`config.mk`:
```
export PLATFORM = sky130hd
export DESIGN_NAME = base64_encoder_flat
export DESIGN_NICKNAME = d
export VERILOG_FILES = /design/src/rtl/b64e_pkg.sv /design/src/rtl/b64e_if.sv /design/src/rtl/base64_encoder.sv /design/src/rtl/b64e_front.sv /design/src/rtl/b64e_queue.sv /design/src/rtl/b64e_back.sv /design/src/flat_wrapper.sv
export SDC_FILE = /design/constraint.sdc
export NUM_CORES = 1
export LEC_CHECK = 0
export ABC_AREA = 0
export BUFFER_PORTS_ARGS = -buffer_cell sky130_fd_sc_hd__buf_2
export CAP_MARGIN = 20
export CORE_AREA = 2 2 120 122
export DETAILED_ROUTE_END_ITERATION = 8
export DIE_AREA = 0 0 122 124
export HOLD_SLACK_MARGIN = 0.08
export PLACE_DENSITY = 0.53
export SETUP_SLACK_MARGIN = 0.15
export SLEW_MARGIN = 15
export SYNTH_ARGS = -nofsm -noshare
export SYNTH_HDL_FRONTEND = slang
export SYNTH_HIERARCHICAL = 1
export SYNTH_SLANG_ARGS = --single-unit
```
`constraint.sdc`:
```
create_clock -name clk -period 6.95 [get_ports clk]
set_input_delay 0.3475 -clock clk [delete_from_list [all_inputs] [get_ports clk]]
set_output_delay 0.3475 -clock clk [all_outputs]
set_load 0.03 [all_outputs]
```
`src/rtl/b64e_pkg.sv`:
```
package b64e_pkg;

  typedef logic [7:0] byte_t;
  typedef logic [6:0] char_t;
  typedef logic [5:0] sextet_t;

  // Depth of the group queue between front and back
  localparam int Q_DEPTH = 2;
  localparam int Q_AW    = 1;

  localparam char_t PAD_CHAR = 7'h3D;   // '='

  // One complete or zero-filled 24-bit group on its way to the back end
  typedef struct packed {
    logic [23:0] bits;
    logic [1:0]  pad_cnt;   // trailing '=' characters, 0..2
    logic        fin;       // group closes the message
  } grp_t;

  // Front end to queue
  typedef struct packed {
    logic push;
    grp_t grp;
  } q_wr_t;

  // Queue to back end
  typedef struct packed {
    logic valid;
    grp_t grp;
  } q_rd_t;

  // Map a 6-bit value onto the standard alphabet
  function automatic char_t b64_char(input sextet_t idx);
    char_t c;
    c = {1'b0, idx};
    if (idx < 6'd26) begin
      c = 7'h41 + {1'b0, idx};
    end else if (idx < 6'd52) begin
      c = 7'h61 + ({1'b0, idx} - 7'd26);
    end else if (idx < 6'd62) begin
      c = 7'h30 + ({1'b0, idx} - 7'd52);
    end else if (idx == 6'd62) begin
      c = 7'h2B;
    end else begin
      c = 7'h2F;
    end
    return c;
  endfunction

endpackage

```
`src/rtl/b64e_if.sv`:
```
interface b64e_in_if import b64e_pkg::*; ();
  logic  valid;
  logic  ready;
  byte_t data_byte;
  logic  final_byte;

  modport source (output valid, output data_byte, output final_byte, input ready);
  modport sink   (input valid, input data_byte, input final_byte, output ready);
endinterface

interface b64e_out_if import b64e_pkg::*; ();
  logic  valid;
  logic  ready;
  char_t out_char;
  logic  group_end;
  logic  message_end;

  modport source (output valid, output out_char, output group_end, output message_end,
                  input ready);
  modport sink   (input valid, input out_char, input group_end, input message_end,
                  output ready);
endinterface

```
`src/rtl/base64_encoder.sv`:
```
// Channel | Dir | Payload                               | Handshake
// in_ch   | in  | data_byte[7:0], final_byte            | valid/ready
// out_ch  | out | out_char[6:0], group_end, message_end | valid/ready
//
// Input takes one byte per cycle while the two-entry group queue has room.
// Output gives one character per cycle while out_ch.ready is high; a group is
// four characters, issued by the character sequencer in the back end.
// A one-byte final message still gives four characters, two of them '='.
// A closing byte is queued; its group's first character is then registered.
// Reset (rst_n low, synchronous) empties the held bytes, queue and output stage.
// A stalled output fills the queue, then drops in_ch.ready.
module base64_encoder import b64e_pkg::*; (
  input  logic       clk,
  input  logic       rst_n,
  b64e_in_if.sink    in_ch,
  b64e_out_if.source out_ch
);

  q_wr_t q_wr;
  q_rd_t q_rd;
  logic  q_full;
  logic  q_pop;

  b64e_front u_front (
    .clk    (clk),
    .rst_n  (rst_n),
    .in_ch  (in_ch),
    .q_full (q_full),
    .q_wr   (q_wr)
  );

  b64e_queue u_queue (
    .clk   (clk),
    .rst_n (rst_n),
    .q_wr  (q_wr),
    .pop   (q_pop),
    .full  (q_full),
    .q_rd  (q_rd)
  );

  b64e_back u_back (
    .clk    (clk),
    .rst_n  (rst_n),
    .q_rd   (q_rd),
    .pop    (q_pop),
    .out_ch (out_ch)
  );

endmodule

```
`src/rtl/b64e_front.sv`:
```
module b64e_front import b64e_pkg::*; (
  input  logic      clk,
  input  logic      rst_n,
  b64e_in_if.sink   in_ch,
  input  logic      q_full,
  output q_wr_t     q_wr
);

  logic [15:0] pend_r, pend_nxt;
  logic [1:0]  cnt_r, cnt_nxt;
  logic        accept;
  logic        hold;
  grp_t        grp;

  assign in_ch.ready = !q_full;
  assign accept      = in_ch.valid && in_ch.ready;
  assign hold        = (cnt_r < 2'd2) && !in_ch.final_byte;

  // Assemble the group, zero-filling missing bytes
  always_comb begin
    grp.fin = in_ch.final_byte;
    case (cnt_r)
      2'd0: begin
        grp.bits    = {in_ch.data_byte, 16'h0000};
        grp.pad_cnt = 2'd2;
      end
      2'd1: begin
        grp.bits    = {pend_r[15:8], in_ch.data_byte, 8'h00};
        grp.pad_cnt = 2'd1;
      end
      default: begin
        grp.bits    = {pend_r, in_ch.data_byte};
        grp.pad_cnt = 2'd0;
      end
    endcase
  end

  // Hold the beat or close the group
  always_comb begin
    cnt_nxt    = cnt_r;
    pend_nxt   = pend_r;
    q_wr.push  = 1'b0;
    q_wr.grp   = grp;
    if (accept) begin
      if (hold) begin
        cnt_nxt = cnt_r + 2'd1;
        if (cnt_r == 2'd0) begin
          pend_nxt = {in_ch.data_byte, 8'h00};
        end else begin
          pend_nxt = {pend_r[15:8], in_ch.data_byte};
        end
      end else begin
        q_wr.push = 1'b1;
        cnt_nxt   = 2'd0;
        pend_nxt  = 16'h0000;
      end
    end
  end

  always_ff @(posedge clk) begin
    if (!rst_n) begin
      cnt_r  <= 2'd0;
      pend_r <= 16'h0000;
    end else begin
      cnt_r  <= cnt_nxt;
      pend_r <= pend_nxt;
    end
  end

endmodule

```
`src/rtl/b64e_queue.sv`:
```
module b64e_queue import b64e_pkg::*; (
  input  logic  clk,
  input  logic  rst_n,
  input  q_wr_t q_wr,
  input  logic  pop,
  output logic  full,
  output q_rd_t q_rd
);

  grp_t            mem_r [Q_DEPTH];
  logic [Q_AW-1:0] wr_ptr_r, rd_ptr_r;
  logic [Q_AW:0]   count_r;
  logic            do_push, do_pop;

  assign full       = (count_r == (Q_AW+1)'(Q_DEPTH));
  assign q_rd.valid = (count_r != '0);
  assign q_rd.grp   = mem_r[rd_ptr_r];
  assign do_push    = q_wr.push && !full;
  assign do_pop     = pop && q_rd.valid;

  // Store the incoming group
  always_ff @(posedge clk) begin
    if (do_push) begin
      mem_r[wr_ptr_r] <= q_wr.grp;
    end
  end

  // Advance pointers and occupancy
  always_ff @(posedge clk) begin
    if (!rst_n) begin
      wr_ptr_r <= '0;
      rd_ptr_r <= '0;
      count_r  <= '0;
    end else begin
      if (do_push) begin
        wr_ptr_r <= wr_ptr_r + 1'b1;
      end
      if (do_pop) begin
        rd_ptr_r <= rd_ptr_r + 1'b1;
      end
      if (do_push && !do_pop) begin
        count_r <= count_r + 1'b1;
      end else if (do_pop && !do_push) begin
        count_r <= count_r - 1'b1;
      end
    end
  end

endmodule

```
`src/rtl/b64e_back.sv`:
```
module b64e_back import b64e_pkg::*; (
  input  logic      clk,
  input  logic      rst_n,
  input  q_rd_t     q_rd,
  output logic      pop,
  b64e_out_if.source out_ch
);

  grp_t        cur_r, cur_nxt;
  logic        busy_r, busy_nxt;
  logic [1:0]  idx_r, idx_nxt;
  logic        vld_r, vld_nxt;
  char_t       char_r, char_nxt;
  logic        gend_r, gend_nxt;
  logic        mend_r, mend_nxt;

  grp_t        src;
  logic        advance;
  logic        can_emit;
  sextet_t     sextet;
  logic [2:0]  pos_sum;

  assign src      = busy_r ? cur_r : q_rd.grp;
  assign can_emit = busy_r || q_rd.valid;
  assign advance  = !vld_r || out_ch.ready;
  assign pop      = advance && !busy_r && q_rd.valid;
  assign pos_sum  = {1'b0, idx_r} + {1'b0, src.pad_cnt};

  // Pick the sextet for the current character, most significant first
  always_comb begin
    case (idx_r)
      2'd0:    sextet = src.bits[23:18];
      2'd1:    sextet = src.bits[17:12];
      2'd2:    sextet = src.bits[11:6];
      default: sextet = src.bits[5:0];
    endcase
  end

  // Emit one character per beat, load the next group on the first one
  always_comb begin
    cur_nxt  = cur_r;
    busy_nxt = busy_r;
    idx_nxt  = idx_r;
    vld_nxt  = vld_r;
    char_nxt = char_r;
    gend_nxt = gend_r;
    mend_nxt = mend_r;
    if (advance) begin
      vld_nxt = can_emit;
      if (can_emit) begin
        char_nxt = (pos_sum >= 3'd4) ? PAD_CHAR : b64_char(sextet);
        gend_nxt = (idx_r == 2'd3);
        mend_nxt = (idx_r == 2'd3) && src.fin;
        idx_nxt  = idx_r + 2'd1;
        if (!busy_r) begin
          cur_nxt  = q_rd.grp;
          busy_nxt = 1'b1;
        end else if (idx_r == 2'd3) begin
          busy_nxt = 1'b0;
        end
      end
    end
  end

  always_ff @(posedge clk) begin
    if (!rst_n) begin
      busy_r <= 1'b0;
      idx_r  <= 2'd0;
      vld_r  <= 1'b0;
    end else begin
      busy_r <= busy_nxt;
      idx_r  <= idx_nxt;
      vld_r  <= vld_nxt;
    end
  end

  always_ff @(posedge clk) begin
    cur_r  <= cur_nxt;
    char_r <= char_nxt;
    gend_r <= gend_nxt;
    mend_r <= mend_nxt;
  end

  assign out_ch.valid       = vld_r;
  assign out_ch.out_char    = char_r;
  assign out_ch.group_end   = gend_r;
  assign out_ch.message_end = mend_r;

endmodule

```
`src/flat_wrapper.sv`:
```
// flat-port wrapper written by rule: the top's interface ports become plain ports
module base64_encoder_flat import b64e_pkg::*;
  (clk, rst_n, in_ch_valid, in_ch_data_byte, in_ch_final_byte, in_ch_ready, out_ch_valid, out_ch_out_char, out_ch_group_end, out_ch_message_end, out_ch_ready);
  b64e_in_if in_ch_i ();
  b64e_out_if out_ch_i ();
  input  logic clk;
  input  logic rst_n;
  input wire logic [$bits(in_ch_i.valid)-1:0] in_ch_valid;
  input wire logic [$bits(in_ch_i.data_byte)-1:0] in_ch_data_byte;
  input wire logic [$bits(in_ch_i.final_byte)-1:0] in_ch_final_byte;
  output wire logic [$bits(in_ch_i.ready)-1:0] in_ch_ready;
  output wire logic [$bits(out_ch_i.valid)-1:0] out_ch_valid;
  output wire logic [$bits(out_ch_i.out_char)-1:0] out_ch_out_char;
  output wire logic [$bits(out_ch_i.group_end)-1:0] out_ch_group_end;
  output wire logic [$bits(out_ch_i.message_end)-1:0] out_ch_message_end;
  input wire logic [$bits(out_ch_i.ready)-1:0] out_ch_ready;
  assign in_ch_i.valid = in_ch_valid;
  assign in_ch_i.data_byte = in_ch_data_byte;
  assign in_ch_i.final_byte = in_ch_final_byte;
  assign in_ch_ready = in_ch_i.ready;
  assign out_ch_valid = out_ch_i.valid;
  assign out_ch_out_char = out_ch_i.out_char;
  assign out_ch_group_end = out_ch_i.group_end;
  assign out_ch_message_end = out_ch_i.message_end;
  assign out_ch_i.ready = out_ch_ready;
  base64_encoder u_core (.clk(clk), .rst_n(rst_n), .in_ch(in_ch_i), .out_ch(out_ch_i));
endmodule
```
Yosys cells after proc, flatten, opt, wreduce, memory -nomap -nowiden. Memory sizes are Yosys's and may differ from the RTL's. A register that Yosys moved wholly into a read port is not among the register bits. Index checks and enable logic that the tools add are counted. Widths: inputs -> output; s select.

Muxes and demuxes: 20. Equal/unequal tests: 7. Reduce and logical (&&, ||, !) cells: 23. Add/subtract/negate cells: 12. Magnitude comparators: 5.

Operators with widths (number): $pmux 26 s2 (1); $mux 16 (2); $mux 27 (1); $mux 7 (3); $pmux 6 s3 (1); $lt 6x6->1 const B (2); $logic_and 1x1->1 (9); $mux 1 (8); $add 6x7->7 const A (1); $add 7x6->7 const A (1); $add 7x7->7 const A (1); $sub 6x5->7 const B (1); $sub 6x6->7 const B (1); $add 2x1->2 const B (3); $eq 2x2->1 const B (3); $eq 6x6->1 const B (1); $logic_not 1->1 (6); $lt 6x5->1 const B (1); $mux 2 (3); $eq 2x1->1 const B (2); $logic_not 2->1 (2); $reduce_and 2->1 (2); $reduce_bool 2->1 (2); $add 2x2->3 (1); 7 further kinds (9).

Output and inout bits: 11. Bits of input ports: 13. Bits in writable memories: 54. Memories kept: 1. Bits in registers: 62. Logic and storage cells: 83.

Memory list: u_core.u_queue.mem_r (depth 2, width 27, read ports 1, clocked after Yosys merged registers in 1, wr ports 1, RTL line b64e_queue.sv:10) `grp_t mem_r [Q_DEPTH];`.

Longest topological paths before layout.
Depth after elaboration: 9. Mapped depth: 13.

Modules after synthesis. Netlist, hierarchy kept.

Modules (own cells, without submodules): b64e_back (cells an instance 180, times used 1, area each 2274.7 um^2, seq. area each 1161.1 um^2); b64e_queue (cells an instance 109, times used 1, area each 2182.1 um^2, seq. area each 1721.7 um^2); b64e_front (cells an instance 140, times used 1, area each 1071.0 um^2, seq. area each 360.3 um^2).

Least setup slack after synthesis. Ideal clock, no wire load.

Path type: reg-to-reg. From: register with a tool-made name. To: register u_core.u_back.char_r[3] (netlist: u_core/u_back/out_ch.out_char[3]), data pin. Setup time: 0.261 ns. Buffers on the path: 2. Arrival: 3.064 ns. Cell stages (with the launch flop): 14. Path slack: 3.625 ns. Cell sequence: dfxtp_1 buf_2 buf_4 mux2_2 mux2_2 a21oi_1 a32o_1 inv_1 ha_1 a211o_1 o221ai_1 o21a_1 nand2_1 o2bb2a_1.

RTL lines: end signal, assigned (RTL line b64e_back.sv:79) `char_r <= char_nxt;`; end, declared (RTL line b64e_back.sv:13) `char_t char_r, char_nxt;`.

==> impl_metrics.toml <==
[status]
status = "finished clean"

[logic_synthesis]
synth_edf_count = 90
synthTopCellsByArea = "edfxtp_1 49%, dfxtp_1 9.8%, mux2_2 9.8%"
async_flop_share = 0
ys_warn_count = 6
ys_ff_latch = 117
ys_types = 57
synth.most_common_cell = "edfxtp_1"
syn_nets = 458
synth.cell_area_mm2 = 0.00553
synth_top_cell_by_area = "edfxtp_1"
synthTopCellsByCount = "90 x edfxtp_1, 48 x mux2_2, 31 x nand2_1"
synth_ff_type = "edfxtp_1"
synth.avg_cell_area_um2 = 12.9
synth_top_area_frac = 0.489
seq_area_frac_synth = 0.587
synthCells = 429

[floorplanning]
die_w_um = 122
initial_core_util = 0.403
num_io_pins = 24
die_h_um = 124
row_count = 43
coreArea_mm2 = 0.0137
fp.dieArea_mm2 = 0.0151

[route]
wl_per_cell_um = 17.5
firstDrtPassIters = 4
ant_nets = 0
drt-initial-drc-count = 186
dr_total_vias = 3360
drc = 0
routed_via_density = 5.19
wl_mm = 11.4

[timing]
fin_crit_sh = 0.570
min_period_ns = 3.96
slew_viol_final = 0
clock_skew_ns = 0.00469
rsz0062_at_grt = "no"
hold_viol = 0
timing.slew.headroom = 0.363
tns_ns = 0
max_freq_mhz = 253
worst_pin_slew_ns = 0.955
setup_viol = 0

[final_layout]
layout-drive-gt1-share = 0.259
final_net_count = 484
antenna_cells = 0
nFillCells = 1246
syn_to_final_growth_pct = 15.7
fin_area_mm2 = 0.00640
final_util = 0.466

[clock_tree]
cts_resized = 0
cts_tree = "done"
insertion_delay_ns = 0.40
post_cts_buffers = 0
numCtsBuffers = 17
clockRootBuffer = "clkbuf_16"
clk_pin_slew_ns = 0.05
cts_max_path_buffers = 2
h-tree-depth = 4
cts.sinks = 117
cts_hold_buf = 0

[global_route]
antenna_found_initial = 0
grt_pass1_vias = 3363
grt_pass1_wl_mm = 18.1
overflow = 0
grt_use_total = 0.161
grt_max_degree = 39

[worst_setup_path]
critPathMaxStageDelay_ns = 0.69
setup.worst_path.start = "u_core/u_back/busy_r"
cp_top_family = "compound AO/OA/AOI/OAI gates"
worst-setup-path-type = "register to register"
crit_slowest_cell = "dfxtp_1"
crit_fanout = 17
required_ns = 7.10
rr_startpoint = "u_core/u_back/busy_r"
worstPathArrival_ns = 4.11
cp-end-kind = "register"
path_cells = "buf_4, mux2_2, a21oi_1, a32o_1, inv_1, ha_1, a211o_1, o221ai_1, o21a_1, nand2_1, o2bb2a_1"
worst_setup_path_start_kind = "register"
crit_buf_inv = 2

[placed_design]
postPlaceCellArea_mm2 = 0.00578
io_buffers = 23
gp_congestion = 0.830
dp_hpwl_mm = 7.82

[pwr]
ir_drop_v = 0.000181
p_per_area_mw_per_mm2 = 509
p_leak_nw = 2.30

[worst_hold_path]
hold_path_class = "input port to register"
hp-start = "in_ch_final_byte"

[job]
max-cap-violations = 0
## sequential cells by signal, summed over array words and instances (netlist names), named ones only
signal                            count
u_core/u_queue/mem_r                 54
u_core/u_back/cur_r                  27
u_core/u_front/pend_r                16
u_core/u_back/out_ch.out_char         7
u_core/u_back/idx_r                   2
u_core/u_front/cnt_r                  2
u_core/u_queue/count_r                2
u_core/u_back/busy_r                  1
u_core/u_back/out_ch.group_end        1
u_core/u_back/out_ch.message_end      1
u_core/u_back/out_ch.valid            1
u_core/u_queue/rd_ptr_r               1
u_core/u_queue/wr_ptr_r               1
## power by group
part           total (mW)  internal [mW]  leakage [nW]  switching [mW]
sequential           1.12           1.05          1.07          0.0691
combinational        1.28          0.507         0.936           0.776
clock               0.856          0.561         0.297           0.295
total                3.26           2.12          2.30            1.14
## through the flow
stage	total power, mW	hold slack [ns]	setup slack (ns)	cells
6_report	3.26	0.208	2.99	648
2_1_floorplan	2.09	0.437	3.62	429
3_3_place_gp	2.39	0.446	3.19	615
3_5_place_dp	2.40	0.450	3.05	615
4_1_cts	3.27	0.185	3.02	647
5_1_grt	3.46	0.207	2.74	648
## logic make-up (layout without fill, tap and decap cells)
kind of cell               Yosys count  count (layout)  synth area share
buffers and inverters               38              77            0.0351
and+or+nand+nor                    101             101            0.0967
AOI/OAI and AO/OA                   95              95             0.121
adders and majority gates           16              16            0.0362
muxes                               57              57             0.117
xor gates and xnor gates             5               5           0.00792
DFF                                117             117             0.587
## path summary, 6_finish.rpt
kind                                      endpoint  slack [ns]  depth (start not counted)
setup / recovery  u_core/u_back/out_ch.out_char[3]        2.99                         11
hold / removal          u_core/u_queue/mem_r[1][0]        0.21                          1
setup reg to reg  u_core/u_back/out_ch.out_char[3]        2.99                         11
hold reg to reg           u_core/u_front/pend_r[5]        0.45                          2
## placed cells by master (no fill, tap or decap), drive strengths merged, types with 6 or more instances in the layout
master,netlist,routed
a21boi,12,12
a21oi,20,20
a22o,10,10
and2,13,13
buf,16,28
clkbuf,5,24
clkinv,0,7
dfxtp,27,27
edfxtp,90,90
ha,16,16
inv,17,17
mux2,51,51
mux2i,6,6
nand2,31,31
nand2b,12,12
nand4,8,8
nor2,13,13
nor3,6,6
o21ai,22,22
## final cells by class
cell class                 instances  area (um^2)  area share
clock inverter                     8         67.6      0.0106
clock buffer                      24          526      0.0821
tap                              180          225      0.0352
timing repair buffer              28          165      0.0258
multi-input combinational        274         2110       0.329
sequential                       117         3240       0.507
inverter                          17         63.8     0.00997
## routing by layer
| metal | GRT usage | vias to the layer above | part of all wire |
|---|---|---|---|
| met5 | 0 | - | 0 |
| li1 | - | 1666 | - |
| met3 | 0.0343 | 17 | 0.026 |
| met4 | 0.0704 | 0 | 0.018 |
| met1 | 0.215 | 1628 | 0.49 |
| met2 | 0.255 | 49 | 0.47 |
Power figures use the tool's default switching activity.
